<file path="src/rtl/pec_pkg.sv">
// Shared types, constants and the CRC byte update for the PEC frame engine.
// No dependencies; imported by every module of the block.
package pec_pkg;

	localparam logic [15:0] PEC_SEED = 16'h0010;

	// Table rows for single-bit indices; the byte table is linear in its index.
	localparam logic [15:0] CRC_BASIS [0:7] = '{
		16'hC599, 16'hCEAB, 16'hD8CF, 16'hF407,
		16'hAD97, 16'h5B2E, 16'hF3C5, 16'hA213
	};

	localparam int QUEUE_DEPTH = 4;
	localparam int QUEUE_AW = $clog2(QUEUE_DEPTH);
	localparam int QUEUE_CW = $clog2(QUEUE_DEPTH + 1);

	typedef enum logic [1:0] {
		KIND_ECHO    = 2'd0,
		KIND_GEN_END = 2'd1,
		KIND_CHK_END = 2'd2
	} pec_kind_t;

	typedef enum logic [1:0] {
		PH_BYTE = 2'd0,
		PH_HIGH = 2'd1,
		PH_LOW  = 2'd2
	} pec_phase_t;

	typedef struct packed {
		pec_kind_t   kind;
		logic [7:0]  data;
		logic        ok;
		logic [15:0] pec;
	} pec_entry_t;

	function automatic logic [15:0] crc_update(input logic [15:0] rem, input logic [7:0] b);
		logic [7:0]  idx;
		logic [15:0] acc;
		idx = rem[14:7] ^ b;
		acc = {rem[7:0], 8'h00};
		for (int k = 0; k < 8; k++) begin
			if (idx[k]) begin
				acc = acc ^ CRC_BASIS[k];
			end
		end
		return acc;
	endfunction

endpackage

</file>
<file path="src/rtl/pec_front.sv">
// Front end: takes input beats, runs the CRC and classifies each byte.
// Depends on pec_pkg; feeds pec_queue.
module pec_front import pec_pkg::*; (
	input  logic       clk,
	input  logic       arst_n,
	input  logic       push,
	input  logic       full,
	input  logic       cmd,
	input  logic [7:0] data_byte,
	input  logic       first_byte,
	input  logic       last_byte,
	output logic       enq,
	output pec_entry_t enq_entry
);

	logic [15:0] run_rem_q;
	logic [15:0] prev_rem_q;
	logic [7:0]  prev_byte_q;
	logic [1:0]  seen_q;

	logic [15:0] base_rem;
	logic [15:0] base_prev_rem;
	logic [7:0]  base_prev_byte;
	logic [1:0]  base_seen;
	logic [15:0] new_rem;
	logic [1:0]  new_seen;
	logic [15:0] chk_pec;

	assign enq = push && !full;

	always_comb begin
		base_rem       = first_byte ? PEC_SEED : run_rem_q;
		base_prev_rem  = first_byte ? PEC_SEED : prev_rem_q;
		base_prev_byte = first_byte ? 8'h00 : prev_byte_q;
		base_seen      = first_byte ? 2'd0 : seen_q;
		new_rem        = crc_update(base_rem, data_byte);
		new_seen       = (base_seen == 2'd3) ? 2'd3 : base_seen + 2'd1;
		chk_pec        = {base_prev_rem[14:0], 1'b0};

		enq_entry.data = data_byte;
		enq_entry.ok   = 1'b0;
		enq_entry.pec  = {new_rem[14:0], 1'b0};
		enq_entry.kind = KIND_ECHO;
		if (last_byte) begin
			if (cmd) begin
				enq_entry.kind = KIND_CHK_END;
				enq_entry.pec  = chk_pec;
				enq_entry.ok   = (new_seen == 2'd3) && ({base_prev_byte, data_byte} == chk_pec);
			end else begin
				enq_entry.kind = KIND_GEN_END;
			end
		end
	end

	always_ff @(posedge clk or negedge arst_n) begin
		if (!arst_n) begin
			run_rem_q   <= PEC_SEED;
			prev_rem_q  <= PEC_SEED;
			prev_byte_q <= 8'h00;
			seen_q      <= 2'd0;
		end else if (enq) begin
			if (last_byte) begin
				run_rem_q   <= PEC_SEED;
				prev_rem_q  <= PEC_SEED;
				prev_byte_q <= 8'h00;
				seen_q      <= 2'd0;
			end else begin
				run_rem_q   <= new_rem;
				prev_rem_q  <= base_rem;
				prev_byte_q <= data_byte;
				seen_q      <= new_seen;
			end
		end
	end

endmodule

</file>
<file path="src/rtl/pec_queue.sv">
// Short queue of classified entries between front and back ends.
// Depends on pec_pkg.
module pec_queue import pec_pkg::*; (
	input  logic       clk,
	input  logic       arst_n,
	input  logic       enq,
	input  pec_entry_t enq_entry,
	input  logic       deq,
	output pec_entry_t head,
	output logic       full,
	output logic       empty
);

	pec_entry_t             slot_q [0:QUEUE_DEPTH-1];
	logic [QUEUE_AW-1:0]    wr_ptr_q;
	logic [QUEUE_AW-1:0]    rd_ptr_q;
	logic [QUEUE_CW-1:0]    count_q;

	localparam logic [QUEUE_AW-1:0] PTR_LAST = QUEUE_AW'(QUEUE_DEPTH - 1);
	localparam logic [QUEUE_CW-1:0] COUNT_FULL = QUEUE_CW'(QUEUE_DEPTH);

	logic do_deq;

	assign full   = (count_q == COUNT_FULL);
	assign empty  = (count_q == '0);
	assign head   = slot_q[rd_ptr_q];
	assign do_deq = deq && !empty;

	always_ff @(posedge clk) begin
		if (enq) begin
			slot_q[wr_ptr_q] <= enq_entry;
		end
	end

	always_ff @(posedge clk or negedge arst_n) begin
		if (!arst_n) begin
			wr_ptr_q <= '0;
			rd_ptr_q <= '0;
			count_q  <= '0;
		end else begin
			if (enq) begin
				wr_ptr_q <= (wr_ptr_q == PTR_LAST) ? '0 : wr_ptr_q + 1'b1;
			end
			if (do_deq) begin
				rd_ptr_q <= (rd_ptr_q == PTR_LAST) ? '0 : rd_ptr_q + 1'b1;
			end
			if (enq && !do_deq) begin
				count_q <= count_q + 1'b1;
			end else if (!enq && do_deq) begin
				count_q <= count_q - 1'b1;
			end
		end
	end

	a_count_bound: assert property (@(posedge clk) disable iff (!arst_n)
		count_q <= COUNT_FULL)
		else $error("queue count beyond depth");

	a_enq_fills: assert property (@(posedge clk) disable iff (!arst_n)
		(enq && !do_deq) |=> !empty)
		else $error("queue empty after lone enqueue");

endmodule

</file>
<file path="src/rtl/pec_back.sv">
// Back end: expands queued entries into result beats, appending PEC bytes.
// Depends on pec_pkg; reads the head of pec_queue.
module pec_back import pec_pkg::*; (
	input  logic        clk,
	input  logic        arst_n,
	input  pec_entry_t  head,
	input  logic        q_empty,
	input  logic        pop,
	output logic        deq,
	output logic [7:0]  out_byte,
	output logic        is_pec_byte,
	output logic        frame_done,
	output logic        pec_ok,
	output logic [15:0] pec_word
);

	pec_phase_t phase_q;
	pec_phase_t phase_d;
	logic       take;

	assign take = pop && !q_empty;

	always_comb begin
		phase_d     = phase_q;
		deq         = 1'b0;
		out_byte    = head.data;
		is_pec_byte = 1'b0;
		frame_done  = 1'b0;
		pec_ok      = head.ok;
		pec_word    = head.pec;
		unique case (phase_q)
			PH_BYTE: begin
				frame_done = (head.kind == KIND_CHK_END);
				if (take) begin
					if (head.kind == KIND_GEN_END) begin
						phase_d = PH_HIGH;
					end else begin
						deq = 1'b1;
					end
				end
			end
			PH_HIGH: begin
				out_byte    = head.pec[15:8];
				is_pec_byte = 1'b1;
				if (take) begin
					phase_d = PH_LOW;
				end
			end
			PH_LOW: begin
				out_byte    = head.pec[7:0];
				is_pec_byte = 1'b1;
				frame_done  = 1'b1;
				if (take) begin
					phase_d = PH_BYTE;
					deq     = 1'b1;
				end
			end
			default: begin
				phase_d = PH_BYTE;
			end
		endcase
	end

	always_ff @(posedge clk or negedge arst_n) begin
		if (!arst_n) begin
			phase_q <= PH_BYTE;
		end else begin
			phase_q <= phase_d;
		end
	end

	a_phase_gen_only: assert property (@(posedge clk) disable iff (!arst_n)
		(phase_q != PH_BYTE) |-> (!q_empty && head.kind == KIND_GEN_END))
		else $error("append phase without a generate entry");

	a_echo_single: assert property (@(posedge clk) disable iff (!arst_n)
		(take && phase_q == PH_BYTE && head.kind != KIND_GEN_END) |=> phase_q == PH_BYTE)
		else $error("single-beat entry left append phase");

	a_deq_only_taken: assert property (@(posedge clk) disable iff (!arst_n)
		deq |-> (take && (phase_q == PH_LOW || head.kind != KIND_GEN_END)))
		else $error("entry dropped before all beats delivered");

endmodule

</file>
<file path="src/rtl/pec_crc15_frame_engine.sv">
// Top level of the 15-bit PEC frame generator and checker.
// Depends on pec_pkg, pec_front, pec_queue and pec_back.
//
// Input channel: push/full. A byte beat with cmd, data_byte, first_byte and
// last_byte is taken at an edge with push high and full low; one per cycle.
// Result channel: empty/pop. The oldest result sits on the result ports while
// empty is low and is taken at an edge with pop high.
// Each byte gives one result; a generate-mode last byte gives three (the echo
// then the PEC high and low bytes). A check-mode last byte carries frame_done
// and pec_ok. pec_word is the running PEC, or the payload PEC at frame end.
// A result is written into a queue slot before it reaches the result ports.
// Throughput: one byte per cycle in unless full, one result per cycle out when
// popped and not empty; the front end's CRC update is one table XOR per byte.
// A four-entry queue separates front and back: input keeps flowing while the
// receiver stalls, and full rises once four bytes are waiting.
// Reset: remainders return to the 0x0010 seed, the queue empties.
module pec_crc15_frame_engine import pec_pkg::*; (
	input  logic        clk,
	input  logic        arst_n,
	input  logic        push,
	output logic        full,
	input  logic        cmd,
	input  logic [7:0]  data_byte,
	input  logic        first_byte,
	input  logic        last_byte,
	output logic        empty,
	input  logic        pop,
	output logic [7:0]  out_byte,
	output logic        is_pec_byte,
	output logic        frame_done,
	output logic        pec_ok,
	output logic [15:0] pec_word
);

	logic       enq;
	pec_entry_t enq_entry;
	logic       deq;
	pec_entry_t head;

	pec_front u_front (
		.clk        (clk),
		.arst_n     (arst_n),
		.push       (push),
		.full       (full),
		.cmd        (cmd),
		.data_byte  (data_byte),
		.first_byte (first_byte),
		.last_byte  (last_byte),
		.enq        (enq),
		.enq_entry  (enq_entry)
	);

	pec_queue u_queue (
		.clk       (clk),
		.arst_n    (arst_n),
		.enq       (enq),
		.enq_entry (enq_entry),
		.deq       (deq),
		.head      (head),
		.full      (full),
		.empty     (empty)
	);

	pec_back u_back (
		.clk         (clk),
		.arst_n      (arst_n),
		.head        (head),
		.q_empty     (empty),
		.pop         (pop),
		.deq         (deq),
		.out_byte    (out_byte),
		.is_pec_byte (is_pec_byte),
		.frame_done  (frame_done),
		.pec_ok      (pec_ok),
		.pec_word    (pec_word)
	);

endmodule
</file>
<file path="config.mk">
export PLATFORM = sky130hd
export DESIGN_NAME = pec_crc15_frame_engine
export DESIGN_NICKNAME = d
export VERILOG_FILES = /design/src/rtl/pec_pkg.sv /design/src/rtl/pec_front.sv /design/src/rtl/pec_queue.sv /design/src/rtl/pec_back.sv /design/src/rtl/pec_crc15_frame_engine.sv
export SDC_FILE = /design/constraint.sdc
export NUM_CORES = 1
export LEC_CHECK = 0
export ABC_AREA = 1
export BUFFER_PORTS_ARGS = -buffer_cell sky130_fd_sc_hd__buf_2
export CAP_MARGIN = 20
export CORE_ASPECT_RATIO = 0.6
export CORE_MARGIN = 5
export CORE_UTILIZATION = 43
export DETAILED_ROUTE_END_ITERATION = 10
export PLACE_DENSITY = 0.64
export SYNTH_ARGS = -nofsm -noshare
export SYNTH_HDL_FRONTEND = slang
export SYNTH_SLANG_ARGS = --single-unit
</file>
<file path="constraint.sdc">
create_clock -name clk -period 3.2 [get_ports clk]
set_input_delay 0.8 -clock clk [delete_from_list [all_inputs] [get_ports clk]]
set_output_delay 0.8 -clock clk [all_outputs]
set_load 0.1 [all_outputs]
</file>
## After elaboration in Yosys (flattened, before gate mapping)

Memories as Yosys holds them, arrays and structs flattened.
Cells that the tools add are included.
Widths: inputs -> output; s select.

- Bits of input ports: 15
- Output and inout bits: 29
- Bits in registers: 49
- RAM bits: 108
- Memories: 1

Memories:

| memory | words | bits a word | read ports | clocked after Yosys merged registers in | write ports | RTL line | source |
|---|---|---|---|---|---|---|---|
| u_queue.slot_q | 4 | 27 | 1 | 0 | 1 | pec_queue.sv:14 | `pec_entry_t slot_q [0:QUEUE_DEPTH-1];` |

- Add/sub/neg operators: 5
- Bitwise operators: 9
- Reductions and logical operators: 15
- Multiplexer cells: 39
- Eq/ne operators: 14

Operator list:

| cell | number |
|---|---|
| $mux 15 | 10 |
| $not 9->9 | 5 |
| $mux 17 | 2 |
| $mux 14 | 2 |
| $mux 2 | 11 |
| $eq 16x16->1 | 1 |
| $mux 8 | 2 |
| $pmux 8 s2 | 1 |
| $not 7->7 | 2 |
| $eq 2x2->1 const B | 6 |
| $ne 2x1->1 const B | 4 |
| $xor 8x8->8 | 1 |
| $add 2x1->2 const B | 3 |
| $logic_and 1x1->1 | 6 |
| $mux 1 | 6 |
| $mux 3 | 2 |
| $pmux 2 s3 | 1 |
| $not 5->5 | 1 |
| $eq 2x1->1 const B | 2 |
| $logic_not 1->1 | 4 |
| $pmux 1 s2 | 2 |
| $reduce_and 4->1 | 1 |
| $add 3x1->3 const B | 1 |
| $eq 3x3->1 const B | 1 |
| other kinds (5) | 5 |

## Logic depth before layout (Yosys ltp)

- Depth in word-level cells: 19
- Depth in mapped cells: 15
- Mapped depth without buffers: 14

## Hierarchy

A second synthesis with hierarchy kept.

- Cell total of the unflattened synthesis: 915
- Area total of the unflattened synthesis: 8,413.1 sq um

Modules (own cells, without submodules):

| module | area an instance (sq um) | cells each | instances |
|---|---|---|---|
| pec_queue | 4,757.1 | 369 | 1 |
| pec_front | 3,094.2 | 462 | 1 |
| pec_back | 561.8 | 84 | 1 |

## Worst setup path before layout

Ideal clock, no wire load.

- Path kind: reg2out
- From: reg u_back.phase_q[0]
- To: out out_byte[2]
- Cell stages (with the launch flop): 6
- Path slack: -1.702 ns
- Arrival: 4.102 ns
- Data required time: 2.400 ns
- Path buffers: 1
- Cell sequence: dfrtp_1 -> inv_1 -> ha_1 -> inv_1 -> buf_1 -> o311ai_1

- Longest elaborated chain between the ends: 2
- Elaborated cells on any way between the ends: 3
- Those cells by class: 2 x eq/ne; 1 x mux

RTL lines:

| element | RTL line | source |
|---|---|---|
| from (decl) | pec_back.sv:17 | `pec_phase_t phase_q;` |
| from (signal assigned) | pec_back.sv:68 | `phase_q <= phase_d;` |
| $eq 2x2->1 or $eq 2x1->1 (tied branches) | pec_back.sv:31 | `unique case (phase_q)` |
| $pmux 8 s2 (*) | pec_back.sv:31 |  |
| to (decl) | pec_crc15_frame_engine.sv:28 | `output logic [7:0] out_byte,` |

Mark *: on every way between the ends. The rest lies on a longest branch, timed or not.

## Worst setup path in the final report

- From: reg u_queue.rd_ptr_q[0]
- To: out out_byte[2]

- Longest elaborated chain between the ends: 2

RTL lines:

| element | RTL line | source |
|---|---|---|
| from (decl) | pec_queue.sv:16 | `logic [QUEUE_AW-1:0] rd_ptr_q;` |
| from (signal assigned) | pec_queue.sv:45 | `rd_ptr_q <= (rd_ptr_q == PTR_LAST) ? '0 : rd_ptr_q + 1'b1;` |
| $mem_v2 4x27 | -- |  |
| $pmux 8 s2 | pec_back.sv:31 |  |

No other way between the ends.

==> summary.md <==
| Metric | Value |
|---|---|
| Status | finished clean |
| Most common library cells after synthesis | nand2_1 (251), edfxtp_1 (104), nand3_1 (89) |
| Count of final hold-check violations | 0 |
| Hpwl dp | approximately 16000 microns |
| Leading area contributor after synthesis | edfxtp_1 |
| Placement Rows | 37 |
| Minimum clock period | roughly 3100 ps |
| Port-buffer cells | 42 |
| Worst EP arrival | roughly 2300 ps |
| P&R area growth vs syn | 20.74% |
| Max cap viols | 0 |
| Clock sink count | 153 |
| GRT Residual Overflow | 0 |
| Inst Count DP | between 1000 and 1500 |
| Synth Area in Simple Gates | between 20% and 30% |
| Via/cell ratio | approximately 5.4 |
| Via count | ~6100 |
| Worst skew pair latency | between 400 and 500 ps |
| Die height | 112.4 microns |
| Post-CTS Setup Inserts | 0 |
| Ys flop type | edfxtp_1 |
| CTS tree | built |
| #FFs+latches synth | around 150 |
| GR Util All Layers | around 22% |
| RSZ-0062 raised after global routing | false |
| CP startpoint kind | register |
| Area share of the largest cell type after synthesis | approximately two fifths |
| Largest net degree at the start of global routing | 68 |
| Die width | approximately 180 microns |
| Yosys warning count | 0 |
| Antenna fix cells | 0 |
| Cell variety after synth | 41 |
| Maximum clock insertion buffer count | 2 |
| DRT Wirelength | 21790 microns |
| Post-layout util | between 50% and 60% |
| Fin. max-slew vios | 0 |
| Worst setup EP type | primary output |
| Root buffer cell | clkbuf_16 |
| Adder and majority cell fraction of the synthesized area | between 1.5 and 2% |
| CTS Buf Count | 17 |
| Starting Density | between 40% and 50% |
| CTS H-tree depth | 4 |
| Clk slew on worst S/H paths | 70 ps |
| Register area share after synthesis | between 50% and 60% |
| Synth area leaders | edfxtp_1 (42%), dfrtp_1 (16%), nand2_1 (13%) |
| Max-slew headroom | 55.77% |
| Antenna-violating nets left | 0 |
| Max Clk Rate | around 0.32 GHz |
| First drt pass iteration count | 6 |
| Setup TNS | 0 ps |
| Worst Path Max Fanout | between 60 and 70 |
| Final Setup Violations | 0 |
| Core area | 17130 sq um |
| Period utilization | between 90 and 100% |
| I/O pin cnt | 44 |
| Cell depth of the worst flop-to-flop path | 14 |
| Post-synth EDFFs | roughly 100 |
| Vias in the first global route | 5549 |
| HP Class | primary input to async pin |
| Multiplexer area fraction after synthesis | less than 1% |
| DR WL/cell | between 15 and 20 microns |
| Worst Skew | between 10 and 15 ps |
| CP Class | register to primary output |
| Die ar. | between 20000 and 25000 sq um |
| Syn Area/Cell | approximately 9.1 sq um |
| First-pass GRT wire length | ~33000 microns |
| Tightest Pin Transition | roughly 660 ps |
| Post-route insts no fill | between 1000 and 1500 |
| DRT iter0 DRCs | between 700 and 800 |
| Syn Inst Count | approximately 820 |
| Initial antenna violation count | 0 |
| FFs w/ async S/R, synth | approximately a third |
| Hold buffer count at cts | 0 |
| Most numerous cell in the Yosys netlist | nand2_1 |
| Synth Area in Compound Gates | 9.280% |
| Drt drc | 0 |
| CP Data Required Time | about 2400 ps |
| Largest family of logic cells by synthesized area | simple AND/OR/NAND/NOR gates |
| Synth Net Count | roughly 850 |
| Layout cells sized above 1 | roughly 17% |
| Nets@finish | 898 |
| Post-Syn Area | around 7500 sq um |
| Synth Area in XOR/XNOR | about 1.4% |
| GPL Wtd Cong | a little over 1 |
routing by layer:
| layer | wire length [microns] | global-route usage, % | part of all wire, % | vias up |
|---|---|---|---|---|
| met3 | 2209 | 6.023 | 10 | 16 |
| li1 | - | - | - | 2867 |
| met2 | 8553 | 28.18 | 39 | 272 |
| met1 | 10890 | 35.35 | 50 | 2926 |
| met4 | 142 | 4.481 | 0.65 | 0 |
| met5 | 0 | 0 | 0 | - |
logic make-up after synthesis:
family | after synthesis
other | 1
flip-flops | 153
multiplexers | 1
AO/OA/AOI/OAI | 121
XOR/XNOR | 11
adder cells (fa/ha/maj) | 10
AND/OR/NAND/NOR | 407
buffers and inverters | 119
critical path: stages (launching register included):
cell and delay [ps]:
dfrtp_2 410, buf_12 280, a21oi_1 100, o21ai_0 90, nand2_1 200, o311ai_4 280
buf_2 480
layout by cell type (no fill, tap or decap), types with 8 or more instances in the layout:
| cell | synthesis | final |
|---|---|---|
| clkbuf_16 | 0 | 17 |
| dfrtp_1 | 47 | 46 |
| buf_4 | 1 | 19 |
| buf_2 | 20 | 28 |
| o22ai_1 | 27 | 18 |
| nor2_1 | 39 | 35 |
| edfxtp_1 | 104 | 104 |
| buf_12 | 0 | 16 |
| o22ai_2 | 0 | 8 |
| o21ai_0 | 47 | 47 |
| o21ai_1 | 11 | 11 |
| nand2_2 | 14 | 14 |
| nand2_1 | 251 | 251 |
| inv_1 | 77 | 76 |
| inv_2 | 9 | 8 |
| a21oi_1 | 21 | 21 |
| nand3_1 | 89 | 89 |
| ha_1 | 9 | 8 |
repair_timing:
action / 4_1_cts / 5_1_grt
hold endpoints to repair: 0 / 0
gates resized for setup: 0 / 3
endpoints found under the setup margin: 0 / 10
path summary, 6_finish.rpt:
kind | from | slack (ps) | end
worst max-delay path | u_queue.rd_ptr_q[0] | 110 | out_byte[2]
worst min-delay path | arst_n | 380 | u_queue.count_q[2]
worst max register to register | u_queue.rd_ptr_q[0] | 550 | u_queue.count_q[2]
worst min register to register | u_front.run_rem_q[0] | 510 | u_front.run_rem_q[0]
max in group asynchronous | arst_n | 2090 | u_front.run_rem_q[4]
min in group clk | u_front.run_rem_q[0] | 510 | u_front.run_rem_q[0]
flip-flops by register name (all words and copies together), names as in the netlist:
signal               count
u_front.run_rem_q       15
u_back.phase_q           2
u_front.prev_byte_q      8
u_queue.slot_q         104
u_queue.rd_ptr_q         2
u_queue.wr_ptr_q         2
u_front.prev_rem_q      15
u_queue.count_q          3
u_front.seen_q           2
final cells by class:
| cell class | count | area, sq um |
|---|---|---|
| Clock buffer | 17 | 425.4 |
| Clock inverter | 15 | 178.9 |
| Fill cell | 1553 | 8061 |
| Inverter | 87 | 332.8 |
| Multi-Input combinational cell | 551 | 2882 |
| Sequential cell | 153 | 4353 |
| Tap cell | 234 | 292.8 |
| Timing Repair Buffer | 63 | 603.1 |
through the flow:
step	hold slack, ps	worst slack [ps]	cell area (sq um)
6_report	381.0	105.9	9067
3_3_place_gp	471.9	420.2	8457
5_1_grt	406.3	15.25	9067
3_5_place_dp	489.4	416.3	8457
4_1_cts	392.1	14.14	9061
2_1_floorplan	449.4	-9.089	7714
Power is not shown: default switching activity piles up to over one toggle a cycle in this logic, so the estimate is an artifact.
